`config.mk`:
```
export PLATFORM = sky130hd
export DESIGN_NAME = sync_framed_status_receiver
export DESIGN_NICKNAME = d
export VERILOG_FILES = /design/src/design/sfsr_pkg.sv /design/src/design/sync_framed_status_receiver.sv /design/src/design/sfsr_ram.sv /design/src/design/sfsr_queue.sv /design/src/design/sfsr_front.sv /design/src/design/sfsr_back.sv
export SDC_FILE = /design/constraint.sdc
export NUM_CORES = 1
export LEC_CHECK = 0
export BUFFER_PORTS_ARGS = -buffer_cell sky130_fd_sc_hd__buf_2
export CAP_MARGIN = 25
export CELL_PAD_IN_SITES_DETAIL_PLACEMENT = 0
export CELL_PAD_IN_SITES_GLOBAL_PLACEMENT = 1
export CORE_ASPECT_RATIO = 0.7
export CORE_MARGIN = 1
export CORE_UTILIZATION = 57
export DETAILED_ROUTE_END_ITERATION = 10
export PLACE_DENSITY_LB_ADDON = 0.3
export SYNTH_ARGS = -nofsm -noshare
export SYNTH_HDL_FRONTEND = slang
export SYNTH_HIERARCHICAL = 1
export SYNTH_SLANG_ARGS = --single-unit
```
`constraint.sdc`:
```
create_clock -name clk -period 7.7 [get_ports clk]
set_input_delay 1.54 -clock clk [delete_from_list [all_inputs] [get_ports clk]]
set_output_delay 1.54 -clock clk [all_outputs]
set_load 0.02 [all_outputs]
```
`src/design/sfsr_pkg.sv`:
```
// ----------------------------------------------------------------------------
// sfsr_pkg
// Types and constants shared by the framed status receiver modules.
// ----------------------------------------------------------------------------
package sfsr_pkg;

  localparam int unsigned ADDR_W       = 6;
  localparam int unsigned BUF_DEPTH    = 64;
  localparam int unsigned STATUS_BYTES = 19;
  localparam int unsigned SUM_FIRST    = 14;
  localparam int unsigned SUM_LAST     = 18;
  localparam int unsigned SETPOINT_POS = 1;
  localparam int unsigned SUM_W        = 11;
  localparam int unsigned CNT_W        = 16;

  localparam logic [7:0]        SYNC_BYTE      = 8'hEB;
  localparam logic [3:0]        ID_MARK        = 4'h9;
  localparam logic [3:0]        ID_STATUS      = 4'h0;
  localparam logic [3:0]        ID_LOG         = 4'h2;
  localparam logic signed [7:0] SETPOINT_RESET = 8'sd35;

  typedef enum logic [1:0] {
    EV_PAYLOAD = 2'd0,
    EV_CSUM    = 2'd1,
    EV_ID      = 2'd2,
    EV_TIMEOUT = 2'd3
  } event_t;

  typedef enum logic [1:0] {
    REQ_BYTE = 2'd0,
    REQ_POLL = 2'd1,
    REQ_SENT = 2'd2,
    REQ_NONE = 2'd3
  } req_t;

  typedef enum logic [3:0] {
    PH_SYNC = 4'b0001,
    PH_ID   = 4'b0010,
    PH_HDR  = 4'b0100,
    PH_PAY  = 4'b1000
  } phase_t;

  typedef enum logic [2:0] {
    BK_IDLE = 3'b001,
    BK_READ = 3'b010,
    BK_SHOW = 3'b100
  } back_state_t;

  // one queued job: an error result or a payload run
  typedef struct packed {
    event_t             ev;
    logic               kind;
    logic [ADDR_W-1:0]  len;
    logic [SUM_W-1:0]   sum;
    logic               fail;
    logic [CNT_W-1:0]   good;
    logic [CNT_W-1:0]   errs;
  } job_t;

  // payload buffer write port
  typedef struct packed {
    logic              we;
    logic [ADDR_W-1:0] addr;
    logic [7:0]        data;
  } buf_wr_t;

endpackage

```
`src/design/sync_framed_status_receiver.sv`:
```
// ----------------------------------------------------------------------------
// sync_framed_status_receiver
// Serial frame receiver for status and log report frames.
// ----------------------------------------------------------------------------
// A request or byte is taken whenever the two-entry job queue has room and,
// in the payload phase, no payload run is still being emitted. A good frame
// gives its payload as a run of results, each one a payload buffer read and
// then the output register; an error result goes straight to the output
// register. The payload buffer has a single write and read port, so payload
// bytes of the next frame wait until the previous run has been fully taken.
module sync_framed_status_receiver #(
  parameter int unsigned LOG_BYTES = 32
) (
  input  logic              clk,
  input  logic              rst,
  input  logic              s_tvalid,
  output logic              s_tready,
  input  logic [7:0]        s_tdata,   // [7:0] rx_byte
  input  logic [1:0]        s_tuser,   // [1:0] req_type
  input  logic              cfg_we,
  input  logic signed [7:0] cfg_wdata, // setpoint_limit
  output logic              m_tvalid,
  input  logic              m_tready,
  // [5:0] byte_index, [13:6] byte_value, [24:14] current_sum,
  // [25] config_fail, [41:26] good_frames, [57:42] error_total, [63:58] zero
  output logic [63:0]       m_tdata,
  output logic [2:0]        m_tuser,   // [1:0] event_res, [2] frame_kind
  output logic              m_tlast
);
  import sfsr_pkg::*;

  buf_wr_t           buf_wr;
  logic              push;
  job_t              push_job;
  logic              q_full;
  logic              pop;
  logic              head_valid;
  job_t              head_job;
  logic              run_done;
  logic              buf_re;
  logic [ADDR_W-1:0] buf_raddr;
  logic [7:0]        buf_rdata;
  logic [1:0]        event_res;
  logic              frame_kind;
  logic [ADDR_W-1:0] byte_index;
  logic [7:0]        byte_value;
  logic [SUM_W-1:0]  current_sum;
  logic              config_fail;
  logic [CNT_W-1:0]  good_frames;
  logic [CNT_W-1:0]  error_total;

  sfsr_front #(
    .LOG_BYTES(LOG_BYTES)
  ) u_front (
    .clk      (clk),
    .rst      (rst),
    .in_valid (s_tvalid),
    .in_ready (s_tready),
    .req_type (s_tuser),
    .rx_byte  (s_tdata),
    .cfg_we   (cfg_we),
    .cfg_wdata(cfg_wdata),
    .buf_wr   (buf_wr),
    .push     (push),
    .push_job (push_job),
    .q_full   (q_full),
    .run_done (run_done)
  );

  sfsr_queue u_queue (
    .clk       (clk),
    .rst       (rst),
    .push      (push),
    .push_job  (push_job),
    .full      (q_full),
    .pop       (pop),
    .head_valid(head_valid),
    .head_job  (head_job)
  );

  sfsr_ram #(
    .WIDTH(8),
    .DEPTH(BUF_DEPTH)
  ) u_buf (
    .clk  (clk),
    .we   (buf_wr.we),
    .waddr(buf_wr.addr),
    .wdata(buf_wr.data),
    .re   (buf_re),
    .raddr(buf_raddr),
    .rdata(buf_rdata)
  );

  sfsr_back u_back (
    .clk        (clk),
    .rst        (rst),
    .head_valid (head_valid),
    .head_job   (head_job),
    .pop        (pop),
    .buf_re     (buf_re),
    .buf_raddr  (buf_raddr),
    .buf_rdata  (buf_rdata),
    .run_done   (run_done),
    .out_valid  (m_tvalid),
    .out_ready  (m_tready),
    .event_res  (event_res),
    .frame_kind (frame_kind),
    .byte_index (byte_index),
    .byte_value (byte_value),
    .last       (m_tlast),
    .current_sum(current_sum),
    .config_fail(config_fail),
    .good_frames(good_frames),
    .error_total(error_total)
  );

  assign m_tdata = {6'd0, error_total, good_frames, config_fail, current_sum,
                    byte_value, byte_index};
  assign m_tuser = {frame_kind, event_res};

endmodule

```
`src/design/sfsr_ram.sv`:
```
// ----------------------------------------------------------------------------
// sfsr_ram
// Generic single write port, single read port RAM with registered read.
// ----------------------------------------------------------------------------
module sfsr_ram #(
  parameter int unsigned WIDTH = 8,
  parameter int unsigned DEPTH = 64
) (
  input  logic                     clk,
  input  logic                     we,
  input  logic [$clog2(DEPTH)-1:0] waddr,
  input  logic [WIDTH-1:0]         wdata,
  input  logic                     re,
  input  logic [$clog2(DEPTH)-1:0] raddr,
  output logic [WIDTH-1:0]         rdata
);

  logic [WIDTH-1:0] mem [DEPTH];

  always_ff @(posedge clk) begin
    if (we) begin
      mem[waddr] <= wdata;
    end
    if (re) begin
      rdata <= mem[raddr];
    end
  end

endmodule

```
`src/design/sfsr_queue.sv`:
```
// ----------------------------------------------------------------------------
// sfsr_queue
// Two-entry job queue between the frame parser and the result emitter.
// ----------------------------------------------------------------------------
module sfsr_queue (
  input  logic           clk,
  input  logic           rst,
  input  logic           push,
  input  sfsr_pkg::job_t push_job,
  output logic           full,
  input  logic           pop,
  output logic           head_valid,
  output sfsr_pkg::job_t head_job
);
  import sfsr_pkg::*;

  job_t       slot [2];
  logic       wr_ptr;
  logic       rd_ptr;
  logic [1:0] count;

  assign full       = (count == 2'd2);
  assign head_valid = (count != 2'd0);
  assign head_job   = slot[rd_ptr];

  always_ff @(posedge clk) begin
    if (push) begin
      slot[wr_ptr] <= push_job;
    end
  end

  always_ff @(posedge clk) begin
    if (rst) begin
      wr_ptr <= 1'b0;
      rd_ptr <= 1'b0;
      count  <= 2'd0;
    end else begin
      if (push) begin
        wr_ptr <= ~wr_ptr;
      end
      if (pop) begin
        rd_ptr <= ~rd_ptr;
      end
      case ({push, pop})
        2'b10:   count <= count + 2'd1;
        2'b01:   count <= count - 2'd1;
        default: count <= count;
      endcase
    end
  end

endmodule

```
`src/design/sfsr_front.sv`:
```
// ----------------------------------------------------------------------------
// sfsr_front
// Frame parser: takes requests and bytes, fills the payload buffer, checks
// the frame and queues one job per error or good frame.
// ----------------------------------------------------------------------------
module sfsr_front #(
  parameter int unsigned LOG_BYTES = 32
) (
  input  logic                    clk,
  input  logic                    rst,
  input  logic                    in_valid,
  output logic                    in_ready,
  input  logic [1:0]              req_type,
  input  logic [7:0]              rx_byte,
  input  logic                    cfg_we,
  input  logic signed [7:0]       cfg_wdata,
  output sfsr_pkg::buf_wr_t       buf_wr,
  output logic                    push,
  output sfsr_pkg::job_t          push_job,
  input  logic                    q_full,
  input  logic                    run_done
);
  import sfsr_pkg::*;

  localparam logic [ADDR_W-1:0] LOG_LEN    = ADDR_W'(LOG_BYTES);
  localparam logic [ADDR_W-1:0] STATUS_LEN = ADDR_W'(STATUS_BYTES);

  phase_t            phase, phase_next;
  logic [ADDR_W-1:0] pos, pos_next;
  logic              kind, kind_next;
  logic [7:0]        header_check, header_check_next;
  logic [7:0]        running_xor, running_xor_next;
  logic [SUM_W-1:0]  sum_acc, sum_acc_next;
  logic signed [7:0] setpoint, setpoint_next;
  logic signed [7:0] setpoint_limit;
  logic              awaiting, awaiting_next;
  logic              check_done, check_done_next;
  logic              fail_flag, fail_flag_next;
  logic [CNT_W-1:0]  good_count, good_count_next;
  logic [CNT_W-1:0]  error_count, error_count_next;
  logic              run_busy;
  logic              accept;
  logic [ADDR_W-1:0] len;
  logic [ADDR_W-1:0] pos_inc;
  logic [7:0]        xor_full;
  logic              in_sum;

  assign in_ready = !q_full && !((phase == PH_PAY) && run_busy);
  assign accept   = in_valid && in_ready;
  assign len      = kind ? LOG_LEN : STATUS_LEN;
  assign pos_inc  = pos + ADDR_W'(1);
  assign xor_full = running_xor ^ rx_byte;
  assign in_sum   = (pos >= ADDR_W'(SUM_FIRST)) && (pos <= ADDR_W'(SUM_LAST));

  always_comb begin
    phase_next        = phase;
    pos_next          = pos;
    kind_next         = kind;
    header_check_next = header_check;
    running_xor_next  = running_xor;
    sum_acc_next      = sum_acc;
    setpoint_next     = setpoint;
    awaiting_next     = awaiting;
    check_done_next   = check_done;
    fail_flag_next    = fail_flag;
    good_count_next   = good_count;
    error_count_next  = error_count;
    buf_wr            = '{we: 1'b0, addr: pos, data: rx_byte};
    push              = 1'b0;
    push_job.ev       = EV_PAYLOAD;
    push_job.kind     = 1'b0;
    push_job.len      = len;
    push_job.sum      = '0;

    if (accept) begin
      unique case (req_t'(req_type))
        REQ_BYTE: begin
          awaiting_next = 1'b0;
          unique case (phase)
            PH_SYNC: begin
              if (rx_byte == SYNC_BYTE) begin
                phase_next = PH_ID;
                pos_next   = '0;
              end
            end
            PH_ID: begin
              if (rx_byte[7:4] == ID_MARK) begin
                if (rx_byte[3:0] == ID_STATUS) begin
                  kind_next  = 1'b0;
                  phase_next = PH_HDR;
                end else if (rx_byte[3:0] == ID_LOG) begin
                  kind_next  = 1'b1;
                  phase_next = PH_HDR;
                end else begin
                  phase_next       = PH_SYNC;
                  pos_next         = '0;
                  error_count_next = error_count + CNT_W'(1);
                  push             = 1'b1;
                  push_job.ev      = EV_ID;
                end
              end
            end
            PH_HDR: begin
              header_check_next = rx_byte;
              running_xor_next  = '0;
              sum_acc_next      = '0;
              pos_next          = '0;
              phase_next        = PH_PAY;
            end
            PH_PAY: begin
              buf_wr.we        = 1'b1;
              running_xor_next = xor_full;
              pos_next         = pos_inc;
              if (in_sum) begin
                sum_acc_next = sum_acc + SUM_W'(rx_byte);
              end
              if (pos == ADDR_W'(SETPOINT_POS)) begin
                setpoint_next = rx_byte;
              end
              if (pos_inc == len) begin
                phase_next    = PH_SYNC;
                pos_next      = '0;
                push          = 1'b1;
                push_job.kind = kind;
                if (xor_full != header_check) begin
                  error_count_next = error_count + CNT_W'(1);
                  push_job.ev      = EV_CSUM;
                end else begin
                  good_count_next = good_count + CNT_W'(1);
                  if (!kind) begin
                    push_job.sum = sum_acc_next;
                    if (!check_done) begin
                      fail_flag_next  = (setpoint < setpoint_limit);
                      check_done_next = 1'b1;
                    end
                  end
                end
              end
            end
            default: phase_next = PH_SYNC;
          endcase
        end
        REQ_POLL: begin
          if (awaiting) begin
            awaiting_next    = 1'b0;
            error_count_next = error_count + CNT_W'(1);
            push             = 1'b1;
            push_job.ev      = EV_TIMEOUT;
          end
        end
        REQ_SENT: awaiting_next = 1'b1;
        default:  awaiting_next = awaiting;
      endcase
    end

    push_job.fail = fail_flag_next;
    push_job.good = good_count_next;
    push_job.errs = error_count_next;
  end

  always_ff @(posedge clk) begin
    if (rst) begin
      phase          <= PH_SYNC;
      pos            <= '0;
      kind           <= 1'b0;
      header_check   <= '0;
      running_xor    <= '0;
      awaiting       <= 1'b0;
      check_done     <= 1'b0;
      fail_flag      <= 1'b0;
      good_count     <= '0;
      error_count    <= '0;
      run_busy       <= 1'b0;
      setpoint_limit <= SETPOINT_RESET;
    end else begin
      phase        <= phase_next;
      pos          <= pos_next;
      kind         <= kind_next;
      header_check <= header_check_next;
      running_xor  <= running_xor_next;
      awaiting     <= awaiting_next;
      check_done   <= check_done_next;
      fail_flag    <= fail_flag_next;
      good_count   <= good_count_next;
      error_count  <= error_count_next;
      if (push && (push_job.ev == EV_PAYLOAD)) begin
        run_busy <= 1'b1;
      end else if (run_done) begin
        run_busy <= 1'b0;
      end
      if (cfg_we) begin
        setpoint_limit <= cfg_wdata;
      end
    end
  end

  always_ff @(posedge clk) begin
    sum_acc  <= sum_acc_next;
    setpoint <= setpoint_next;
  end

endmodule

```
`src/design/sfsr_back.sv`:
```
// ----------------------------------------------------------------------------
// sfsr_back
// Result emitter: pops jobs, gives one error result or walks the payload
// buffer to give a run of payload results.
// ----------------------------------------------------------------------------
module sfsr_back (
  input  logic                          clk,
  input  logic                          rst,
  input  logic                          head_valid,
  input  sfsr_pkg::job_t                head_job,
  output logic                          pop,
  output logic                          buf_re,
  output logic [sfsr_pkg::ADDR_W-1:0]   buf_raddr,
  input  logic [7:0]                    buf_rdata,
  output logic                          run_done,
  output logic                          out_valid,
  input  logic                          out_ready,
  output logic [1:0]                    event_res,
  output logic                          frame_kind,
  output logic [sfsr_pkg::ADDR_W-1:0]   byte_index,
  output logic [7:0]                    byte_value,
  output logic                          last,
  output logic [sfsr_pkg::SUM_W-1:0]    current_sum,
  output logic                          config_fail,
  output logic [sfsr_pkg::CNT_W-1:0]    good_frames,
  output logic [sfsr_pkg::CNT_W-1:0]    error_total
);
  import sfsr_pkg::*;

  back_state_t       state;
  job_t              job;
  logic [ADDR_W-1:0] idx;
  logic              is_run;
  logic              run_last;

  assign is_run    = (job.ev == EV_PAYLOAD);
  assign run_last  = (idx == (job.len - ADDR_W'(1)));
  assign pop       = (state == BK_IDLE) && head_valid;
  assign buf_re    = (state == BK_READ);
  assign buf_raddr = idx;
  assign out_valid = (state == BK_SHOW);
  assign run_done  = out_valid && out_ready && is_run && run_last;

  assign event_res   = job.ev;
  assign frame_kind  = job.kind;
  assign byte_index  = is_run ? idx : '0;
  assign byte_value  = is_run ? buf_rdata : 8'd0;
  assign last        = is_run ? run_last : 1'b1;
  assign current_sum = job.sum;
  assign config_fail = job.fail;
  assign good_frames = job.good;
  assign error_total = job.errs;

  always_ff @(posedge clk) begin
    if (pop) begin
      job <= head_job;
    end
  end

  always_ff @(posedge clk) begin
    if (rst) begin
      state <= BK_IDLE;
      idx   <= '0;
    end else begin
      unique case (state)
        BK_IDLE: begin
          if (head_valid) begin
            idx   <= '0;
            state <= (head_job.ev == EV_PAYLOAD) ? BK_READ : BK_SHOW;
          end
        end
        BK_READ: state <= BK_SHOW;
        BK_SHOW: begin
          if (out_ready) begin
            if (!is_run || run_last) begin
              state <= BK_IDLE;
            end else begin
              idx   <= idx + ADDR_W'(1);
              state <= BK_READ;
            end
          end
        end
        default: state <= BK_IDLE;
      endcase
    end
  end

endmodule

```
==> summary.md <==
| Metric | Value |
|---|---|
| Status | `finished, final reports clean` |
| Required @ worst endpoint | `7960 ps` |
| Top_reg_cell synth | `edfxtp_1` |
| Total number of vias | `18600` |
| Delay-heaviest family, CP | `simple AND/OR/NAND/NOR gates` |
| Least-Margin Pin Slew | `about 1100 ps` |
| CP dominant cell by count | `buf_4` |
| Met2 wire length | `31.6 mm` |
| Die H | `around 200 um` |
| Maximum clock path buffer count | `3` |
| RSZ-0062 raised after global routing | `false` |
| Post-synth top area share | `0.633` |
| Non-Filler Instances | `about 2900` |
| Synth Area per Inst | `15.8 sq um` |
| Clock skew | `26.1 ps` |
| Post-CTS Resized | `0` |
| Most common cell after layout, fill and taps aside | `edfxtp_1` |
| Clk sinks | `around 780` |
| Max Cap Viol | `0` |
| TritonCTS clock tree | `built` |
| Crit. End Element | `flop` |
| Final hold viol count | `0` |
| Top Metal Used | `met4` |
| # port buffers | `86` |
| Slew Limit Fails | `0` |
| Core box area | `57100 sq um` |
| Share of layout cells above drive strength 1 | `0.209` |
| Largest net degree at the start of global routing | `73` |
| Metal-1 WL | `34.0 mm` |
| Die area | `59100 sq um` |
| Flop2flop setup slack | `3180 ps` |
| Sequential element share of the synthesized area | `0.684` |
| Final WL | `around 75 mm` |
| Slowest cell delay on critical path | `710 ps` |
| Top cells by area, synth | `edfxtp_1 (63%), mux4_2 (8.4%), dfxtp_1 (5.1%)` |
| Worst Hold Class | `flop to flop` |
| Critical R2R Launch | `u_front/pos[0]` |
| Setup_tns | `0 ps` |
| Max_slew headroom | `0.264` |
| Final Net Count | `2168` |
| Maximum clock frequency | `207 MHz` |
| WHS Endpoint | `u_front/check_done` |
| Drc violations | `0` |
| Number of core rows | `73` |
| Iteration-0 DRC count of the detailed router | `between 2000 and 2500` |
| I/O pin count | `between 90 and 100` |
| Startpoint Class | `primary input` |
| Die Wd | `290 um` |
| Hold_buf cts | `0` |
| Hpwl dp | `approximately 48 mm` |
| Worst path cell trace | `buf_2 > buf_4 > nand4bb_1 > nor2_1 > nand2_1 > a31oi_1 > inv_1 > nor2_4 > buf_4` |
| Postcts setup bufs | `0` |
| Synth cell types | `97` |
| Most frequent cells in the layout | `edfxtp_1 (698), nor2_1 (185), mux4_2 (124)` |
| VDD IR max | `between 0.2 and 0.3 mV` |
| PD cells | `about 260 nW/um^2` |
| Antenna violations before repair | `1` |
| Worst hold path depth | `2` |
| EDFF count, synth | `698` |
| Overall routing resource usage | `0.257` |
| Via/cell ratio | `~6.3` |
| Synth Instances | `2097` |
| Clock root buffer | `clkbuf_16` |
| H-tree levels | `3` |
| Vias in the first global route | `between 15000 and 20000` |
| N_diodes | `0` |
| ANT nets after route | `0` |
| First-pass GRT wire length | `112 mm` |
| Placed Instances | `2794` |
| RR Endpoint | `u_queue/slot[0][33]` |
| Critical path class | `primary input to flop` |
| Starting density of the core | `0.580` |
| Crit-path max FO | `72` |
| Drt wl/cell | `about 25 um` |
| Clock slew at reported path FFs | `roughly 70 ps` |
| Cell taking the most area after synthesis | `edfxtp_1` |
| Pre-Repair DR Iteration Count | `5` |
| HP Start | `u_front/check_done` |
| Final setup fails | `0` |
| Crit path DAT | `5100 ps` |
| Worst R2R Path Depth | `9` |
| Fin crit share | `0.628` |
| Wire length on met3 | `7.67 mm` |
| Warnings, synthesis | `6` |
| P&R area growth vs syn | `8.88%` |
| FF+latch count, synth | `783` |
| Async set-reset flop share out of synthesis | `0` |
| Cell Area, Synth | `33100 sq um` |
| Gpl congestion | `0.934` |
| Overflow left after global routing | `0` |
| Cts bufs inserted | `74` |
| Post-layout min period | `around 4800 ps` |
| CP max-delay cell | `nor2_4` |
| Critical path buffers and inverters | `4` |
| Clock insertion delay at the later pin of the skew report | `630 ps` |
| Leakage | `11.7 nW` |
[state kept, by name, summed over array words and instances (netlist names), 2 cells and up, named ones only]
register	cells
u_front/running_xor	8
u_front/setpoint	8
u_front/good_count	16
u_back/buf_raddr	6
u_front/phase	4
u_front/error_count	16
u_front/setpoint_limit	8
u_back/event_res	2
u_back/good_frames	16
u_back/state	3
u_front/pos	6
u_buf/rdata	8
u_queue/slot	106
u_queue/count	2
u_front/sum_acc	11
u_buf/mem	512
u_back/current_sum	11
u_back/job	6
u_back/error_total	16
u_front/header_check	8
[worst max path at each step]
stage          startpoint                  end  slack, ps  cells after the start
2_1_floorplan    s_tvalid   u_queue/slot[0][0]       2210                      6
3_3_place_gp   s_tdata[7]  u_queue/slot[0][36]       2480                      9
6_report       s_tdata[7]  u_queue/slot[0][33]       2870                      9
5_1_grt        s_tdata[7]  u_queue/slot[0][36]       2620                      9
4_1_cts        s_tdata[7]  u_queue/slot[0][33]       2940                      9
3_5_place_dp   s_tdata[7]  u_queue/slot[0][40]       2300                      9
[cell usage after synthesis, drive strengths merged (4+ instances only)]
| cell type | count |
|---|---|
| a21oi | 53 |
| a31oi | 19 |
| o21a | 6 |
| or3b | 4 |
| and2 | 43 |
| or3 | 16 |
| o211ai | 11 |
| nor3b | 4 |
| nand2b | 15 |
| xnor3 | 8 |
| o31ai | 7 |
| xnor2 | 17 |
| nand3b | 13 |
| nand2 | 80 |
| and3 | 10 |
| a221oi | 7 |
| mux2i | 38 |
| dfxtp | 85 |
| a22oi | 10 |
| or2 | 17 |
| clkbuf | 49 |
| nand4 | 15 |
| ha | 23 |
| a21o | 9 |
| nor4 | 13 |
| mux4 | 124 |
| nand3 | 47 |
| nor2b | 17 |
| o22ai | 25 |
| xor2 | 26 |
| buf | 120 |
| mux2 | 60 |
| a2111oi | 4 |
| a311oi | 5 |
| o221ai | 7 |
| nor2 | 187 |
| inv | 41 |
| nor3 | 42 |
| edfxtp | 698 |
| a211oi | 10 |
| o21ai | 52 |
[per-layer routing]
metal,up-vias,GRT usage
met5,-,0
met4,0,0.0667
met3,96,0.0608
met2,894,0.353
met1,9460,0.410
li1,8113,-
[stage by stage]
step	power [W]	hold slack (ps)	area, sq um	setup slack (ps)	util
2_1_floorplan	0.00584	426	33100	2210	-
6_report	0.00942	454	36100	2870	0.632
4_1_cts	0.00950	454	36000	2940	0.631
3_3_place_gp	0.00593	434	33700	2480	0.590
5_1_grt	0.00973	487	36100	2620	0.632
3_5_place_dp	0.00596	443	33700	2300	0.590
[cell type report]
| cell class | instances | area (sq um) |
|---|---|---|
| Clock buffer | 93 | 1930 |
| Inverter | 43 | 161 |
| Sequential cell | 783 | 22700 |
| Tap cell | 750 | 938 |
| Multi-Input combinational cell | 1108 | 9310 |
| Timing Repair Buffer | 111 | 618 |
| Clock inverter | 42 | 418 |
| Fill cell | 4022 | 21000 |
[worst min-delay path: stages (launching register included)]
cell     delay, ps
dfxtp_1        310
inv_1           50
a21oi_1         50
[power by group]
group / internal, W / leakage, nW / switching (W)
logic: 0.000281 / 3.44 / 0.000642
registers: 0.00486 / 7.14 / 0.0000749
clock network: 0.00200 / 1.15 / 0.00156
total: 0.00714 / 11.7 / 0.00228
[kinds of logic (layout without fill, tap and decap cells)]
kind of cell               after synthesis  count (layout)  synth area share
buffers and inverters                  212             289            0.0356
other                                    2               8          0.000227
adders and majority gates               24              24           0.00929
xor gates and xnor gates                51              51            0.0168
DFF                                    783             783             0.684
muxes                                  222             222             0.116
AOI/OAI and AO/OA                      264             264            0.0545
and+or+nand+nor                        539             539            0.0830
Note: power is estimated with default switching activity, not from simulation.
